[config.mk]
export PLATFORM = sky130hd
export DESIGN_NAME = fcm_cfg
export DESIGN_NICKNAME = d
export VERILOG_FILES = /design/src/rtl/core/fcm_pkg.sv /design/src/rtl/core/fcm_cfg.sv
export SDC_FILE = /design/constraint.sdc
export NUM_CORES = 1
export LEC_CHECK = 0
export BUFFER_PORTS_ARGS = -buffer_cell sky130_fd_sc_hd__buf_2
export CORE_MARGIN = 2
export CORE_UTILIZATION = 31
export DETAILED_ROUTE_END_ITERATION = 8
export PLACE_DENSITY = 0.75
export SYNTH_ARGS = -nofsm -noshare
export SYNTH_HDL_FRONTEND = slang
export SYNTH_SLANG_ARGS = --single-unit
[constraint.sdc]
create_clock -name clk -period 0.8 [get_ports clk]
set_input_delay 0.04 -clock clk [delete_from_list [all_inputs] [get_ports clk]]
set_output_delay 0.04 -clock clk [all_outputs]
set_load 0.02 [all_outputs]
[src/rtl/core/fcm_pkg.sv]
`timescale 1ns / 1ps

package fcm_pkg;

	localparam int OP_W  = 3;
	localparam int VAL_W = 16;
	localparam int CNT_W = 14;
	localparam int ST_W  = 2;

	localparam logic [VAL_W-1:0] END_MARK = 16'hFFFF;
	localparam logic [CNT_W-1:0] DBC_RESET = 14'd8192;
	localparam int CNT_CAP = (1 << CNT_W) - 1;

	typedef enum logic [OP_W-1:0] {
		OP_WRITE  = 3'd0,
		OP_READ   = 3'd1,
		OP_ALLOC  = 3'd2,
		OP_APPEND = 3'd3,
		OP_SEEK   = 3'd4,
		OP_FREE   = 3'd5,
		OP_COUNT  = 3'd6,
		OP_NONE   = 3'd7
	} op_t;

	typedef enum logic [ST_W-1:0] {
		ST_OK    = 2'd0,
		ST_FULL  = 2'd1,
		ST_RANGE = 2'd2,
		ST_EARLY = 2'd3
	} st_t;

	typedef enum logic [2:0] {
		WR_NONE,
		WR_VAL,
		WR_LINK,
		WR_MARK,
		WR_ZERO
	} wr_sel_t;

	typedef enum logic [1:0] {
		RES_KEEP,
		RES_CUR,
		RES_PROBE,
		RES_FR
	} res_sel_t;

	typedef struct packed {
		logic     in_ready;
		logic     load;
		logic     clear;
		logic     probe_rd;
		logic     rd_walk;
		logic     rd_scan;
		logic     scan_cnt;
		logic     adv_cur;
		logic     dec_hops;
		logic     inc_tally;
		wr_sel_t  wr_sel;
		res_sel_t res_sel;
		logic     st_en;
		st_t      st;
		logic     load_out;
	} dp_cmd_t;

	typedef struct packed {
		logic in_valid;
		op_t  op;
		logic clear_last;
		logic p_end;
		logic p_zero;
		logic p_oor;
		logic tally_lim;
		logic hops_zero;
		logic scan_hit;
		logic scan_done;
		logic out_free;
	} dp_sts_t;

endpackage

[src/rtl/core/fcm_cfg.sv]
`timescale 1ns / 1ps

module fcm_cfg (
	input  logic                      clk,
	input  logic                      arst_n,
	input  logic                      psel,
	input  logic                      penable,
	input  logic                      pwrite,
	input  logic [2:0]                paddr,
	input  logic [31:0]               pwdata,
	output logic [31:0]               prdata,
	output logic                      pready,
	output logic [fcm_pkg::CNT_W-1:0] dbc
);
	import fcm_pkg::*;

	logic [CNT_W-1:0] dbc_q;
	logic             sel_dbc;

	assign sel_dbc = (paddr[2] == 1'b0);
	assign pready  = 1'b1;
	assign dbc     = dbc_q;

	always_ff @(posedge clk or negedge arst_n) begin
		if (!arst_n) begin
			dbc_q <= DBC_RESET;
		end else if (psel && penable && pwrite && pready && sel_dbc) begin
			dbc_q <= pwdata[CNT_W-1:0];
		end
	end

	always_comb begin
		prdata = '0;
		if (sel_dbc) begin
			prdata = {{(32-CNT_W){1'b0}}, dbc_q};
		end
	end

endmodule

Yosys cells after proc, flatten, opt, wreduce, memory -nomap -nowiden:

Index checks and enable logic that the tools add are counted.

* output and inout bits: 47
* input bits: 40
* bits in registers: 14
* memories: 0
* latch bits: 0
* bits in read-only memories: 0
* bits in writable memories: 0

* $add $sub $neg: 0
* $mul: 0
* reduce and logical (&&, ||, !) cells: 3
* div/mod/pow operators: 0
* equality and inequality tests: 0
* $lt $le $gt $ge: 0
* muxes and demuxes: 1
* bitwise operators: 1
* shifts and indexed selects: 0

Operators with widths (number)
* $mux W14: 1
* $logic_and A1 B1 Y1: 3
* $not A1 Y1: 1

Longest topological paths before layout:

Gate-level depths: netlist (run 1).

* depth after elaboration: 3
* depth in mapped cells: 3
* mapped depth without buffers: 2

Worst setup path after synthesis (run 1):

Ideal clock, no wire load.

* kind: register to output
* start: register dbc_q[12] (netlist: dbc[12])
* end: output port prdata[12]
* arrival time: 814 ps
* cell stages (with the launch flop): 2
* path slack: -54 ps
* cells stage by stage: dfrtp_1 -> nor2b_1

* longest elaborated chain between the ends: 1

RTL lines
* from (decl): line fcm_cfg.sv:17 `logic [CNT_W-1:0] dbc_q;`
* from (signal assigned): line fcm_cfg.sv:28 `dbc_q <= pwdata[CNT_W-1:0];`
* $mux W14: line fcm_cfg.sv:34 `if (sel_dbc) begin`
* to (decl): line fcm_cfg.sv:11 `output logic [31:0] prdata,`

No other way between the ends.

Worst setup path in the final report (run 1):

* start: register dbc_q[13] (netlist: dbc[13])
* end: output port prdata[13]

The elaborated chain is that of the path after synthesis.

==> flow_summary.toml, run 1 <==
[outcome]
outcome = "finished with violations"
failed_checks = "negative setup slack"

[worst_setup_path]
crit_chain = "and2b_2, buf_6"
crit_path_start_kind = "flip-flop"
cpMaxStageDelayCell = "dfstp_2"
crit_type = "reg2out"
reg2reg_setup_slack_ns = -0.18
reg2reg_depth = 3
endpoint_kind = "primary output"
cp.depth = 2
r2r-start = "dbc[11]"
critPathMaxFanout = 2
worstReg2RegEnd = "dbc[11]"
critPathArrivalTime_ns = 1.06
cp_top_family = "flip-flops"
crit_buf_inv = 1
required_ns = 0.76
cpPeakStageDelay_ns = 0.54

[clock_network]
clk_latency_ns = 0.28
cts_buffers = 3
htreeDepth = 1
cts_tree = "yes"
clk_pin_slew_ns = 0.09
clockRootBuffer = "clkbuf_4"
clock_path_buffers = 2
cts.sinks = 14

[place]
dp_hpwl_um = 1310
port_buffers = 47
placed_cells = 142
place_ws_ns = -0.136
routabilityCongestion = 0.673

[yosys]
synth.distinct_cells = 11
yosysSeqAreaShare_pct = 42.4
synthTopCellsByArea = "dfrtp_1, mux2_4, buf_4"
ys_seq_elements = 14
synth_top_area_share_pct = 39.3
yosysWarningCount = 0
synth.cell_area_um2 = 828
synth_cells = 66
postSynthAreaPerCell_um2 = 12.5
synth.largest_area_cell = "dfrtp_1"

[floorplanning]
core_um2 = 2500
fp.dieW_um = 55.7
start_util_pct = 33.1
num_rows = 18
ios = 87
die_y_um = 55.7
dieArea_um2 = 3100

[global_routing]
grt_first_pass_wirelength_um = 3540
overflow = 0
grt_pass1_vias = 717
antenna_found_initial = 0
grtUsageTotal_pct = 14.8
grt_max_degree = 15

[sta]
setup_viol = 37
rsz0062_at_grt = "yes"
finalHoldViolCount = 0
postLayoutSetupSlackWorst_ns = -0.295
fin_crit_ns = 1.10
clock.fmax_ghz = 0.913
fin_worst_skew_ns = 0
finalMaxSlewViolations = 0
whs_ns = 0.182
fin_crit_sh_pct = 137

[drt]
drc = 0
routed_wl_um = 2200
vias = 688
drt-pass1-iter-count = 3
via_per_inst = 4.00
first_iter_violations = 8
antenna_left = 0
routedWlPerCell_um = 12.8

[power]
power_density_nw_per_um2 = 2090
p_total_uw = 3370
leakage_uw = 0.000844
ir_worst_vdd_mv = 1.55

[layout]
layout.nets = 183
final_cells = 172
largest_reg_flops = 14
areaGrowthSynthToFinish_pct = 94.1
drive_gt1_share_pct = 73.9
diodes = 0

[job]
maxCapViolations = 0

[worst_hold_path]
hp-class = "in2async"
-- metrics by stage --
step	setup TNS (ns)	util [%]	cell area [um2]
floorplan	-0.306	-	938
global placement	-1.43	43.5	1090
detailed placement	-1.74	43.5	1090
CTS	-5.65	61.8	1540
global route	-7.30	64.3	1610
finish	-5.82	64.3	1610
-- routing by layer --
metal	vias to the layer above	part of all wire [%]	track usage [%]
met5	-	0	0
met4	0	0	4.18
met3	0	8.1	3.72
met2	45	55	27.0
met1	319	37	16.8
li1	324	-	-
-- cells in the mapped netlist (all sizes together) --
| cell | instances |
|---|---|
| buf | 20 |
| mux2 | 14 |
| dfrtp | 13 |
| nor2b | 10 |
| and2b | 4 |
| conb | 2 |
| clkbuf | 1 |
| dfstp | 1 |
| nand4b | 1 |
-- logic make-up (layout without fill, tap and decap cells) --
family / count (synthesis) / count (layout) / synth area share (%)
buffers and inverters: 21 / 80 / 19.0
AND/OR/NAND/NOR: 15 / 15 / 14.0
multiplexers: 14 / 14 / 23.6
flip-flops: 14 / 14 / 42.4
other: 2 / 19 / 0.907
-- placed cells by master, fill, tap and decap left out, types with 3 or more instances in the layout --
cell type / n
buf_6: 38
nor2b_4: 6
clkbuf_4: 3
and2b_1: 3
nor2b_2: 4
dfrtp_2: 13
mux2_4: 13
buf_2: 19
dlygate4sd3_1: 15
conb_1: 19
buf_4: 3
-- worst reg2reg max path, stage by stage, from the launching register on --
cell     delay (ns)
dfrtp_2        0.41
buf_6          0.12
buf_6          0.10
mux2_4         0.24
-- timing repair --
action | in CTS | in global routing
resized for setup | 67 | 7
setup buffers | 6 | 5
endpoints found under the setup margin | 29 | 42
hold buffers | 15 | 0
hold endpoints to repair | 28 | 0
-- worst max path at each step --
stage                        start          to  slack, ns
after detailed placement  paddr[2]     dbc[12]      -0.14
after global placement    paddr[2]      dbc[4]      -0.11
after floorplan            dbc[13]  prdata[13]      -0.02
after CTS                  dbc[13]  prdata[13]      -0.32
after global routing       dbc[13]  prdata[13]      -0.34
final                      dbc[13]  prdata[13]      -0.30
-- final cells by class --
cell class	instances	area [um2]
fill	193	892
timing repair buffer	76	716
multi-input combinational	48	450
sequential	14	368
tap	30	37.5
clock buffer	4	36.3
-- power breakdown --
group,switching [uW],internal [uW],total (uW)
Sequential,141,900,1040
Combinational,733,1080,1820
Clock,234,277,510
Total,1110,2260,3370
Power figures use the tool's default switching activity.
==> run 2: changes to the inputs <==
--- a/config.mk
+++ b/config.mk
@@ -9,6 +9,7 @@
 export CORE_MARGIN = 2
 export CORE_UTILIZATION = 31
 export DETAILED_ROUTE_END_ITERATION = 8
+export MAX_ROUTING_LAYER = met4
 export PLACE_DENSITY = 0.75
 export SYNTH_ARGS = -nofsm -noshare
 export SYNTH_HDL_FRONTEND = slang
==> constraint.sdc (replaced) <==
create_clock -name clk -period 0.8 [get_ports clk]
set_input_delay 0.16 -clock clk [delete_from_list [all_inputs] [get_ports clk]]
set_output_delay 0.16 -clock clk [all_outputs]
set_load 0.02 [all_outputs]
==> run 2 against run 1 <==
  * The run still ends with negative setup slack left
  * Count of clock-buffer cells in the layout unchanged
  * Critical path depth unchanged
  * Worst hold slack got worse by 0.075 ns
  * Register-to-register slack improved by 0.07 ns
  * Clock skew unchanged
  * Largest cell class unchanged
  * Core utilization decreased by 4.9 points
==> flow_summary.toml, run 2 (same netlist as run 1, synthesis figures left out) <==
[layout]
layout.nets = 169
final_cell_mix = "buf_6, conb_1, buf_2, mux2_4, dfrtp_2"
final_design_area_no_fill_um2 = 1490
diodes = 0
largest_reg_flops = 14
final_cells = 158
post-route-util_pct = 59.4
areaGrowthSynthToFinish_pct = 79.3
fillers = 193
final_common_cell = "buf_6"
drive_gt1_share_pct = 82.8

[drt]
antenna_left = 0
via_per_inst = 4.02
vias = 635
drc = 0
first_iter_violations = 10
routed_wl_um = 1860
drt-pass1-iter-count = 3
routedWlPerCell_um = 11.8

[clock_network]
htreeDepth = 1
clockRootBuffer = "clkbuf_4"
cts_buffers = 3
cts.sinks = 14
clock_path_buffers = 2
clk_latency_ns = 0.27
clk_pin_slew_ns = 0.09
cts_tree = "yes"

[power]
ir_worst_vdd_mv = 1.23
pwr-share-comb_pct = 54.4
seqPwrFrac_pct = 32.6
p_sw_share_pct = 33.5
power_density_nw_per_um2 = 2150
leakage_uw = 0.000797
p_switching_uw = 1070
internal_power_uw = 2130
p_clk_share_pct = 13.0

[place]
placed_cells = 143
routabilityCongestion = 0.711
dpl_cell_area_um2 = 1160
port_buffers = 47
dp_hpwl_um = 1370

[sta]
finalMaxSlewViolations = 0
rsz0062_at_grt = "yes"
fin_worst_skew_ns = 0
finalHoldViolCount = 0
clock.fmax_ghz = 0.829
setup_viol = 39
fin_crit_ns = 1.21
postLayoutSetupSlackWorst_ns = -0.406
tns_ns = -8.72
fin_crit_sh_pct = 151
whs_ns = 0.107

[global_routing]
grt_max_degree = 15
overflow = 0
grt_first_pass_wirelength_um = 3070
grtUsageTotal_pct = 13.1
antenna_found_initial = 0
grt_pass1_vias = 644

[worst_setup_path]
startpoint = "dbc[13]"
r2r-start = "dbc[4]"
critPathMaxFanout = 2
critPathArrivalTime_ns = 1.05
endpoint_kind = "primary output"
cp_top_family = "flip-flops"
cpPeakStageDelay_ns = 0.53
crit_path_start_kind = "flip-flop"
required_ns = 0.64
cpMaxStageDelayCell = "dfstp_2"
reg2reg_depth = 2
cp.depth = 2
crit_chain = "and2b_2, buf_6"
crit_buf_inv = 1
crit_type = "reg2out"

[floorplanning]
ios = 87
start_util_pct = 33.1
fp.dieW_um = 55.7
core_um2 = 2500
die_y_um = 55.7
num_rows = 18
dieArea_um2 = 3100

[outcome]
outcome = "finished with violations"
failed_checks = "negative setup slack"

[worst_hold_path]
holdPathStages = 2
hold_start = "pwdata[7]"
hp-class = "in2reg"

[job]
maxCapViolations = 0
-- run 2: changes by cell type in the layout (fill, tap and decap cells not counted), sizes merged --
cell | before | now
dlygate4sd3 | 15 | 1
-- run 2: power by group through the flow --
stage	sequential, uW	combinational [uW]	clock (uW)
2_1_floorplan	1220	684	0
3_3_place_gp	1020	1150	0
3_5_place_dp	1030	1170	0
4_1_cts	1030	1720	442
5_1_grt	1070	1830	488
6_report	1040	1740	417
-- run 2: final cells by class --
type                    count  area (um2)  share of cell area [%]
clock buffers               4        26.3                    1.77
multi-input cells          48         474                    31.9
flip-flops and latches     14         367                    24.7
well taps                  30        37.5                    2.53
repair buffers             62         581                    39.1
-- run 2: timing repair --
| action | CTS | global route |
|---|---|---|
| hold buffers | 1 | 0 |
| gates resized for setup | 63 | 5 |
| buffers inserted | 9 | 4 |
| hold endpoints to repair | 13 | 0 |
| endpoints found under the setup margin | 31 | 42 |
-- run 2: metal layers --
metal  track usage [%]  share of wire (%)  up-vias
met3              3.72                9.3        0
met4              3.14                  0        0
li1                  -                  -      297
met5                 -                  0        -
met1              15.2                 39      296
met2              22.3                 52       42
-- run 2: metrics by stage --
stage	total power, uW	setup WS, ns
6_report	3200	-0.406
3_5_place_dp	2190	-0.304
5_1_grt	3380	-0.465
4_1_cts	3190	-0.425
2_1_floorplan	1900	-0.144
3_3_place_gp	2160	-0.280
-- run 2: final timing paths --
check	to	slack, ns
max	prdata[13]	-0.41
min	dbc[7]	0.11
max reg2reg	dbc[4]	-0.11
min reg2reg	dbc[8]	0.55
max in group asynchronous	dbc[13]	0.19
min in group asynchronous	dbc[6]	0.31
