===== config.mk =====
export PLATFORM = sky130hd
export DESIGN_NAME = fcm_ctrl
export DESIGN_NICKNAME = d
export VERILOG_FILES = /design/src/rtl/core/fcm_pkg.sv /design/src/rtl/core/fcm_ctrl.sv
export SDC_FILE = /design/constraint.sdc
export NUM_CORES = 1
export LEC_CHECK = 0
export BUFFER_PORTS_ARGS = -buffer_cell sky130_fd_sc_hd__buf_2
export CAP_MARGIN = 20
export CELL_PAD_IN_SITES_DETAIL_PLACEMENT = 2
export CELL_PAD_IN_SITES_GLOBAL_PLACEMENT = 2
export CORE_ASPECT_RATIO = 1.1
export CORE_MARGIN = 2
export CORE_UTILIZATION = 24
export CTS_BUF_LIST = sky130_fd_sc_hd__clkbuf_16
export CTS_CLUSTER_DIAMETER = 100
export DETAILED_ROUTE_END_ITERATION = 10
export PLACE_DENSITY_LB_ADDON = 0.25
export SYNTH_ARGS = -nofsm -noshare
export SYNTH_HDL_FRONTEND = slang
export SYNTH_SLANG_ARGS = --single-unit
export TNS_END_PERCENT = 10

===== constraint.sdc =====
create_clock -name clk -period 1.95 [get_ports clk]
set_input_delay 0.0975 -clock clk [delete_from_list [all_inputs] [get_ports clk]]
set_output_delay 0.0975 -clock clk [all_outputs]
set_load 0.01 [all_outputs]

===== src/rtl/core/fcm_pkg.sv =====
`timescale 1ns / 1ps

package fcm_pkg;

	localparam int OP_W  = 3;
	localparam int VAL_W = 16;
	localparam int CNT_W = 14;
	localparam int ST_W  = 2;

	localparam logic [VAL_W-1:0] END_MARK = 16'hFFFF;
	localparam logic [CNT_W-1:0] DBC_RESET = 14'd8192;
	localparam int CNT_CAP = (1 << CNT_W) - 1;

	typedef enum logic [OP_W-1:0] {
		OP_WRITE  = 3'd0,
		OP_READ   = 3'd1,
		OP_ALLOC  = 3'd2,
		OP_APPEND = 3'd3,
		OP_SEEK   = 3'd4,
		OP_FREE   = 3'd5,
		OP_COUNT  = 3'd6,
		OP_NONE   = 3'd7
	} op_t;

	typedef enum logic [ST_W-1:0] {
		ST_OK    = 2'd0,
		ST_FULL  = 2'd1,
		ST_RANGE = 2'd2,
		ST_EARLY = 2'd3
	} st_t;

	typedef enum logic [2:0] {
		WR_NONE,
		WR_VAL,
		WR_LINK,
		WR_MARK,
		WR_ZERO
	} wr_sel_t;

	typedef enum logic [1:0] {
		RES_KEEP,
		RES_CUR,
		RES_PROBE,
		RES_FR
	} res_sel_t;

	typedef struct packed {
		logic     in_ready;
		logic     load;
		logic     clear;
		logic     probe_rd;
		logic     rd_walk;
		logic     rd_scan;
		logic     scan_cnt;
		logic     adv_cur;
		logic     dec_hops;
		logic     inc_tally;
		wr_sel_t  wr_sel;
		res_sel_t res_sel;
		logic     st_en;
		st_t      st;
		logic     load_out;
	} dp_cmd_t;

	typedef struct packed {
		logic in_valid;
		op_t  op;
		logic clear_last;
		logic p_end;
		logic p_zero;
		logic p_oor;
		logic tally_lim;
		logic hops_zero;
		logic scan_hit;
		logic scan_done;
		logic out_free;
	} dp_sts_t;

endpackage


===== src/rtl/core/fcm_ctrl.sv =====
`timescale 1ns / 1ps

module fcm_ctrl (
	input  logic              clk,
	input  logic              arst_n,
	input  fcm_pkg::dp_sts_t  sts,
	output fcm_pkg::dp_cmd_t  cmd
);
	import fcm_pkg::*;

	typedef enum logic [3:0] {
		S_CLEAR,
		S_IDLE,
		S_DISPATCH,
		S_WRITE,
		S_READ,
		S_READ_WAIT,
		S_CHECK,
		S_SCAN,
		S_LINK,
		S_MARK,
		S_SEEK,
		S_SEEK_WAIT,
		S_FREE,
		S_FREE_WAIT,
		S_DONE
	} state_t;

	state_t state_q;
	state_t nxt;

	always_ff @(posedge clk or negedge arst_n) begin
		if (!arst_n) begin
			state_q <= S_CLEAR;
		end else begin
			state_q <= nxt;
		end
	end

	always_comb begin
		nxt = state_q;
		cmd = '0;
		cmd.wr_sel  = WR_NONE;
		cmd.res_sel = RES_KEEP;
		cmd.st      = ST_OK;
		case (state_q)
			S_CLEAR: begin
				cmd.clear = 1'b1;
				if (sts.clear_last) begin
					nxt = S_IDLE;
				end
			end
			S_IDLE: begin
				cmd.in_ready = 1'b1;
				if (sts.in_valid) begin
					cmd.load = 1'b1;
					nxt = S_DISPATCH;
				end
			end
			S_DISPATCH: begin
				case (sts.op)
					OP_WRITE:  nxt = S_WRITE;
					OP_READ:   nxt = S_READ;
					OP_ALLOC:  nxt = S_SCAN;
					OP_APPEND: nxt = S_CHECK;
					OP_SEEK:   nxt = S_SEEK;
					OP_FREE:   nxt = S_FREE;
					OP_COUNT:  nxt = S_SCAN;
					default:   nxt = S_DONE;
				endcase
			end
			S_WRITE: begin
				if (sts.p_oor) begin
					cmd.st_en = 1'b1;
					cmd.st    = ST_RANGE;
				end else begin
					cmd.wr_sel  = WR_VAL;
					cmd.res_sel = RES_CUR;
				end
				nxt = S_DONE;
			end
			S_READ: begin
				if (sts.p_oor) begin
					cmd.st_en = 1'b1;
					cmd.st    = ST_RANGE;
					nxt = S_DONE;
				end else begin
					cmd.rd_walk = 1'b1;
					nxt = S_READ_WAIT;
				end
			end
			S_READ_WAIT: begin
				cmd.probe_rd = 1'b1;
				cmd.res_sel  = RES_PROBE;
				nxt = S_DONE;
			end
			S_CHECK: begin
				if (sts.p_oor) begin
					cmd.st_en = 1'b1;
					cmd.st    = ST_RANGE;
					nxt = S_DONE;
				end else begin
					nxt = S_SCAN;
				end
			end
			S_SCAN: begin
				cmd.rd_scan  = 1'b1;
				cmd.scan_cnt = (sts.op == OP_COUNT);
				if (sts.op != OP_COUNT && sts.scan_hit) begin
					nxt = (sts.op == OP_APPEND) ? S_LINK : S_MARK;
				end else if (sts.scan_done) begin
					if (sts.op != OP_COUNT) begin
						cmd.st_en = 1'b1;
						cmd.st    = ST_FULL;
					end
					nxt = S_DONE;
				end
			end
			S_LINK: begin
				cmd.wr_sel = WR_LINK;
				nxt = S_MARK;
			end
			S_MARK: begin
				cmd.wr_sel  = WR_MARK;
				cmd.res_sel = RES_FR;
				nxt = S_DONE;
			end
			S_SEEK: begin
				if (sts.hops_zero) begin
					cmd.res_sel = RES_PROBE;
					nxt = S_DONE;
				end else if (sts.p_oor) begin
					cmd.res_sel = RES_PROBE;
					cmd.st_en   = 1'b1;
					cmd.st      = ST_RANGE;
					nxt = S_DONE;
				end else begin
					cmd.rd_walk = 1'b1;
					nxt = S_SEEK_WAIT;
				end
			end
			S_SEEK_WAIT: begin
				cmd.probe_rd = 1'b1;
				if (sts.p_end) begin
					cmd.res_sel = RES_CUR;
					cmd.st_en   = 1'b1;
					cmd.st      = ST_EARLY;
					nxt = S_DONE;
				end else begin
					cmd.adv_cur  = 1'b1;
					cmd.dec_hops = 1'b1;
					if (sts.hops_zero) begin
						cmd.res_sel = RES_PROBE;
						nxt = S_DONE;
					end else if (sts.p_oor) begin
						cmd.res_sel = RES_PROBE;
						cmd.st_en   = 1'b1;
						cmd.st      = ST_RANGE;
						nxt = S_DONE;
					end else begin
						cmd.rd_walk = 1'b1;
					end
				end
			end
			S_FREE, S_FREE_WAIT: begin
				if (state_q == S_FREE_WAIT) begin
					cmd.probe_rd  = 1'b1;
					cmd.wr_sel    = WR_ZERO;
					cmd.inc_tally = 1'b1;
					cmd.adv_cur   = 1'b1;
				end
				if (sts.p_end) begin
					nxt = S_DONE;
				end else if (sts.p_zero || sts.p_oor) begin
					cmd.st_en = 1'b1;
					cmd.st    = ST_RANGE;
					nxt = S_DONE;
				end else if (sts.tally_lim) begin
					cmd.st_en = 1'b1;
					cmd.st    = ST_EARLY;
					nxt = S_DONE;
				end else begin
					cmd.rd_walk = 1'b1;
					nxt = S_FREE_WAIT;
				end
			end
			S_DONE: begin
				if (sts.out_free) begin
					cmd.load_out = 1'b1;
					nxt = S_IDLE;
				end
			end
			default: begin
				nxt = S_IDLE;
			end
		endcase
	end

	a_single_item: assert property (@(posedge clk) disable iff (!arst_n)
		cmd.load |=> !cmd.in_ready)
		else $error("second item taken while one is in progress");

	a_result_slot_free: assert property (@(posedge clk) disable iff (!arst_n)
		cmd.load_out |-> sts.out_free)
		else $error("result loaded over one not yet taken");

	a_sweep_ends_idle: assert property (@(posedge clk) disable iff (!arst_n)
		(cmd.clear && sts.clear_last) |=> cmd.in_ready)
		else $error("table clear did not hand over to idle");

endmodule


# Word level (Yosys, flattened, before mapping)
# Index checks and enable logic that the tools add are counted.
# word_totals
wordCells,90
out_inout_bits,19
register_bits,4
# classes
n_reduce_logical,10
eq_ne,26
mux,53
# ops
cell,n
2-to-1 mux 4 bit,14
one-hot mux 4 bit (12 select lines),1
2-to-1 mux 3 bit,10
"== test 4 bit, second input constant",7
one-hot mux 4 bit (6 select lines),1
"== test 4 x 3 -> 1 bit, second input constant",4
one-hot mux 3 bit (5 select lines),1
2-to-1 mux 1 bit,14
one-hot mux 3 bit (4 select lines),1
2-to-1 mux 2 bit,5
2-to-1 mux 5 bit,2
one-hot mux 2 bit (5 select lines),1
"== test 3 bit, second input constant",3
"== test 4 x 2 -> 1 bit, second input constant",2
"== test 3 x 2 -> 1 bit, second input constant",2
"inequality test 2 bit, second input constant",3
"inequality test 3 bit, second input constant",2
OR reduction 2 bit,3
OR reduction 3 bit,2
AND reduction 5 bit,1
"== test 4 x 1 -> 1 bit, second input constant",1
logical NOT 4 bit,1
"inequality test 4 bit, second input constant",1
one-hot mux 1 bit (2 select lines),2
other kinds (5),5

# Depth between registers and ports, before layout
# logic_depth
ltp_word,5
mapped_depth,7
depth_no_buf,5

# Worst setup path after synthesis
# OpenSTA, ideal clock, no wires.
# synth_path
path_kind,reg-to-reg
from,reg state_q[2]
to,reg state_q[3]
arrival_time_ns,1.484
required_time_ns,1.829
setup_slack_ns,0.345
stages_incl_launch_ff,7
synth_period_minus_slack_ns,1.605
n_path_buf,1
path_cell_list,dfrtp_1 buf_2 or2b_4 nor3_2 a211o_4 a211oi_2 o22a_1
# synth_via
elab_chain_cells,3
word_cells_on_any_way,24
cone_classes,eq/ne (19); mux (1); reduce/logical (4)
# synth_lines
item,line_no,source
"start, declared",fcm_ctrl.sv:29,state_t state_q;
"start signal, assigned",fcm_ctrl.sv:36,state_q <= nxt;
"== test 4 x 3 -> 1 bit, or another cell as far along",fcm_ctrl.sv:46,case (state_q)
"OR reduction 3 bit (no line), or another cell as far along",--,
one-hot mux 4 bit (12 select lines) / AND reduction 5 bit (equally long branches),--,
# Parallel ways exist; a longest one is shown, timed or not.
# A chain may end at the register's enable or synchronous reset.

==> reports/results.txt <==
Via/cell ratio -> 5.48
Endpoint type of the worst setup path -> primary output
Maximum VDD drop -> 0.429 mV
CTS Buffer Depth -> 2
Met3 Use GR -> 0.0180
Synth unique cells -> 43
WP data required -> 1.85 ns
Worst-Margin Slew -> 0.501 ns
CTS tree -> yes
Tmin final -> 1.89 ns
Vias in the first global route -> 1112
Total Routing Usage GR -> 0.191
CTS H-tree lvls -> 1
Global Route met2 Usage -> 0.335
Post-synth top flop -> dfrtp_1
Postcts setup bufs -> 0
Ant. Diodes -> 0
Largest Register -> state_q
Final Cell Area -> 1130 um2
Worst EP arrival -> 1.80 ns
Post-DP HPWL -> 2690 um
Crit path kind -> flop to primary output
Io pins -> 34
Chip Height -> 64.6 um
RSZ-0062 raised after global routing -> true
Area grow syn2layout -> 40.9%
Die width -> 59.1 um
Slowest CP cell -> dfrtp_2
Synthesized area -> 801 um2
1st-iter DRT viols -> 10
Router iterations before antenna repair -> 4
Rows -> 22
Placed cell count -> 185
Top cell type's share of synthesized area -> 0.125
Max-slew violations -> 0
Layout cell share with drive strength beyond 1 -> 0.379
Hold slack final -> 0.214 ns
GRT busiest layer -> met2
Cts bufs inserted -> 3
Final WL -> 3340 um
Syn Inst Count -> 117
Most frequent cells in the layout -> buf_2, nor2_1, o21ai_0, buf_4, nor3_1
Final Setup Violations -> 0
Die area -> 3820 um2
Post-route ant nets -> 0
Critical path buffers and inverters -> 1
Slew HR -> 0.665
Fmax -> 528 MHz
Clk_lat worst skew -> 0.22 ns
Top Registers -> state_q (4)
Synth area leaders -> dfrtp_1, nor2_1, o21ai_0
Power per standard cell area -> 1630 nW/um2
Gr ovfl total -> 0
Initial antenna violation count -> 0
DR vias -> 1035
Lkg Pwr -> 0.510 nW
Most common cell after layout, fill and taps aside -> buf_2
Mean Syn Cell Area -> 6.84 um2
Status -> completed
Max-Cap Viols -> 0
Global-route wire length before repair -> 5710 um
Initial Utilization -> 0.244
Final net count -> 170
Port Buffers -> 33
Synthesis-stage register bit count -> 4
Post-synthesis sequential area ratio -> 0.125
Final Skew -> 0.00197 ns
Yosys top cell by area -> dfrtp_1
Final std cells w/o fill -> 189
Critical Path Source Type -> flop
Clock Sinks -> 4
Crit Path Max Fanout -> 10
Met1 Use GR -> 0.255
Yosys warning total -> 0
Final Hold Viols -> 0
Worst Hold Class -> primary input to asynchronous set/reset pin
Clock slew at reported path FFs -> 0.03 ns
Crit-path leading delay family -> compound AO/OA/AOI/OAI gates
CP max stage delay -> 0.47 ns
Max reg flops -> 4
Placed cell area -> 1020 um2
Number of flops mapped to enable cells by yosys -> 0
Core outline area -> 3280 um2
Flop2flop setup slack -> 0.13 ns
Asr flop ratio synth -> 1.00
Fin crit share -> 0.971
Pin count of the biggest net entering global routing -> 13
Global placer's final weighted congestion -> 0.822
Post-layout power -> 1.84 mW
# DRC -> 0
Root Buffer -> clkbuf_16
Syn Nets -> 132
Avg WL per Cell -> 17.7 um
Critical Path, Cell by Cell -> nand2b_1 -> o22a_1 -> o311ai_0 -> buf_2
==> repair_timing <==
action                                 CTS  global route
pin swaps                                0             0
endpoints found under the hold margin    4             0
resized for setup                        3             5
hold buffers                             1             0
setup endpoints to repair                1             3
==> report_power, final <==
| group | total [mW] | leakage, nW | internal [mW] | switching, mW |
|---|---|---|---|---|
| clock | 0.321 | 0.0370 | 0.262 | 0.0587 |
| sequential | 0.253 | 0.0435 | 0.137 | 0.116 |
| combinational | 1.27 | 0.430 | 0.555 | 0.712 |
| total | 1.84 | 0.510 | 0.955 | 0.887 |
==> routing by layer <==
metal,routed length (um),up-vias
met3,83,0
met4,0,0
met5,0,-
met1,1510,511
li1,-,502
met2,1740,22
==> path summary, 6_finish.rpt <==
kind,start,to,cells past startpoint
hold reg to reg,state_q[0],state_q[0],2
min in group clk,sts[8],state_q[0],4
setup / recovery,state_q[3],cmd[14],4
setup reg to reg,state_q[3],state_q[3],5
hold / removal,arst_n,state_q[1],2
max in group asynchronous,arst_n,state_q[2],2
==> cell families (layout without fill, tap and decap cells) <==
logic type,after synthesis,count (layout),synth area share
buffers and inverters,15,51,0.100
AO/OA/AOI/OAI,37,37,0.348
flip-flops,4,4,0.125
AND/OR/NAND/NOR,59,59,0.402
multiplexers,2,2,0.0250
==> synth_stat cells, types with 2 or more instances <==
library cell,count
nor2_1,15
o21ai_0,9
nor3_1,8
a21oi_1,7
buf_2,7
nand2_1,7
nand2b_1,7
nor2b_1,5
dfrtp_1,4
inv_1,4
o211ai_1,4
and2_1,2
buf_6,2
clkbuf_1,2
mux2i_1,2
nand3_1,2
nand4b_1,2
o22a_1,2
o22ai_1,2
==> layout make-up <==
cell class / instances / area, um2
Clock buffer: 3 / 75.1
Fill cell: 399 / 2150
Inverter: 4 / 15.0
Multi-Input combinational cell: 98 / 636
Sequential cell: 4 / 104
Tap cell: 36 / 45.0
Timing Repair Buffer: 44 / 254
==> metrics by stage <==
step                TNS, ns  setup WS (ns)  utilization
finish                    0         0.0567        0.345
detailed placement        0          0.149        0.312
global route        -0.0428        -0.0231        0.345
global placement          0          0.247        0.312
CTS                       0        0.00737        0.339
floorplan                 0          0.345            -
(Power assumes the default switching activity.)
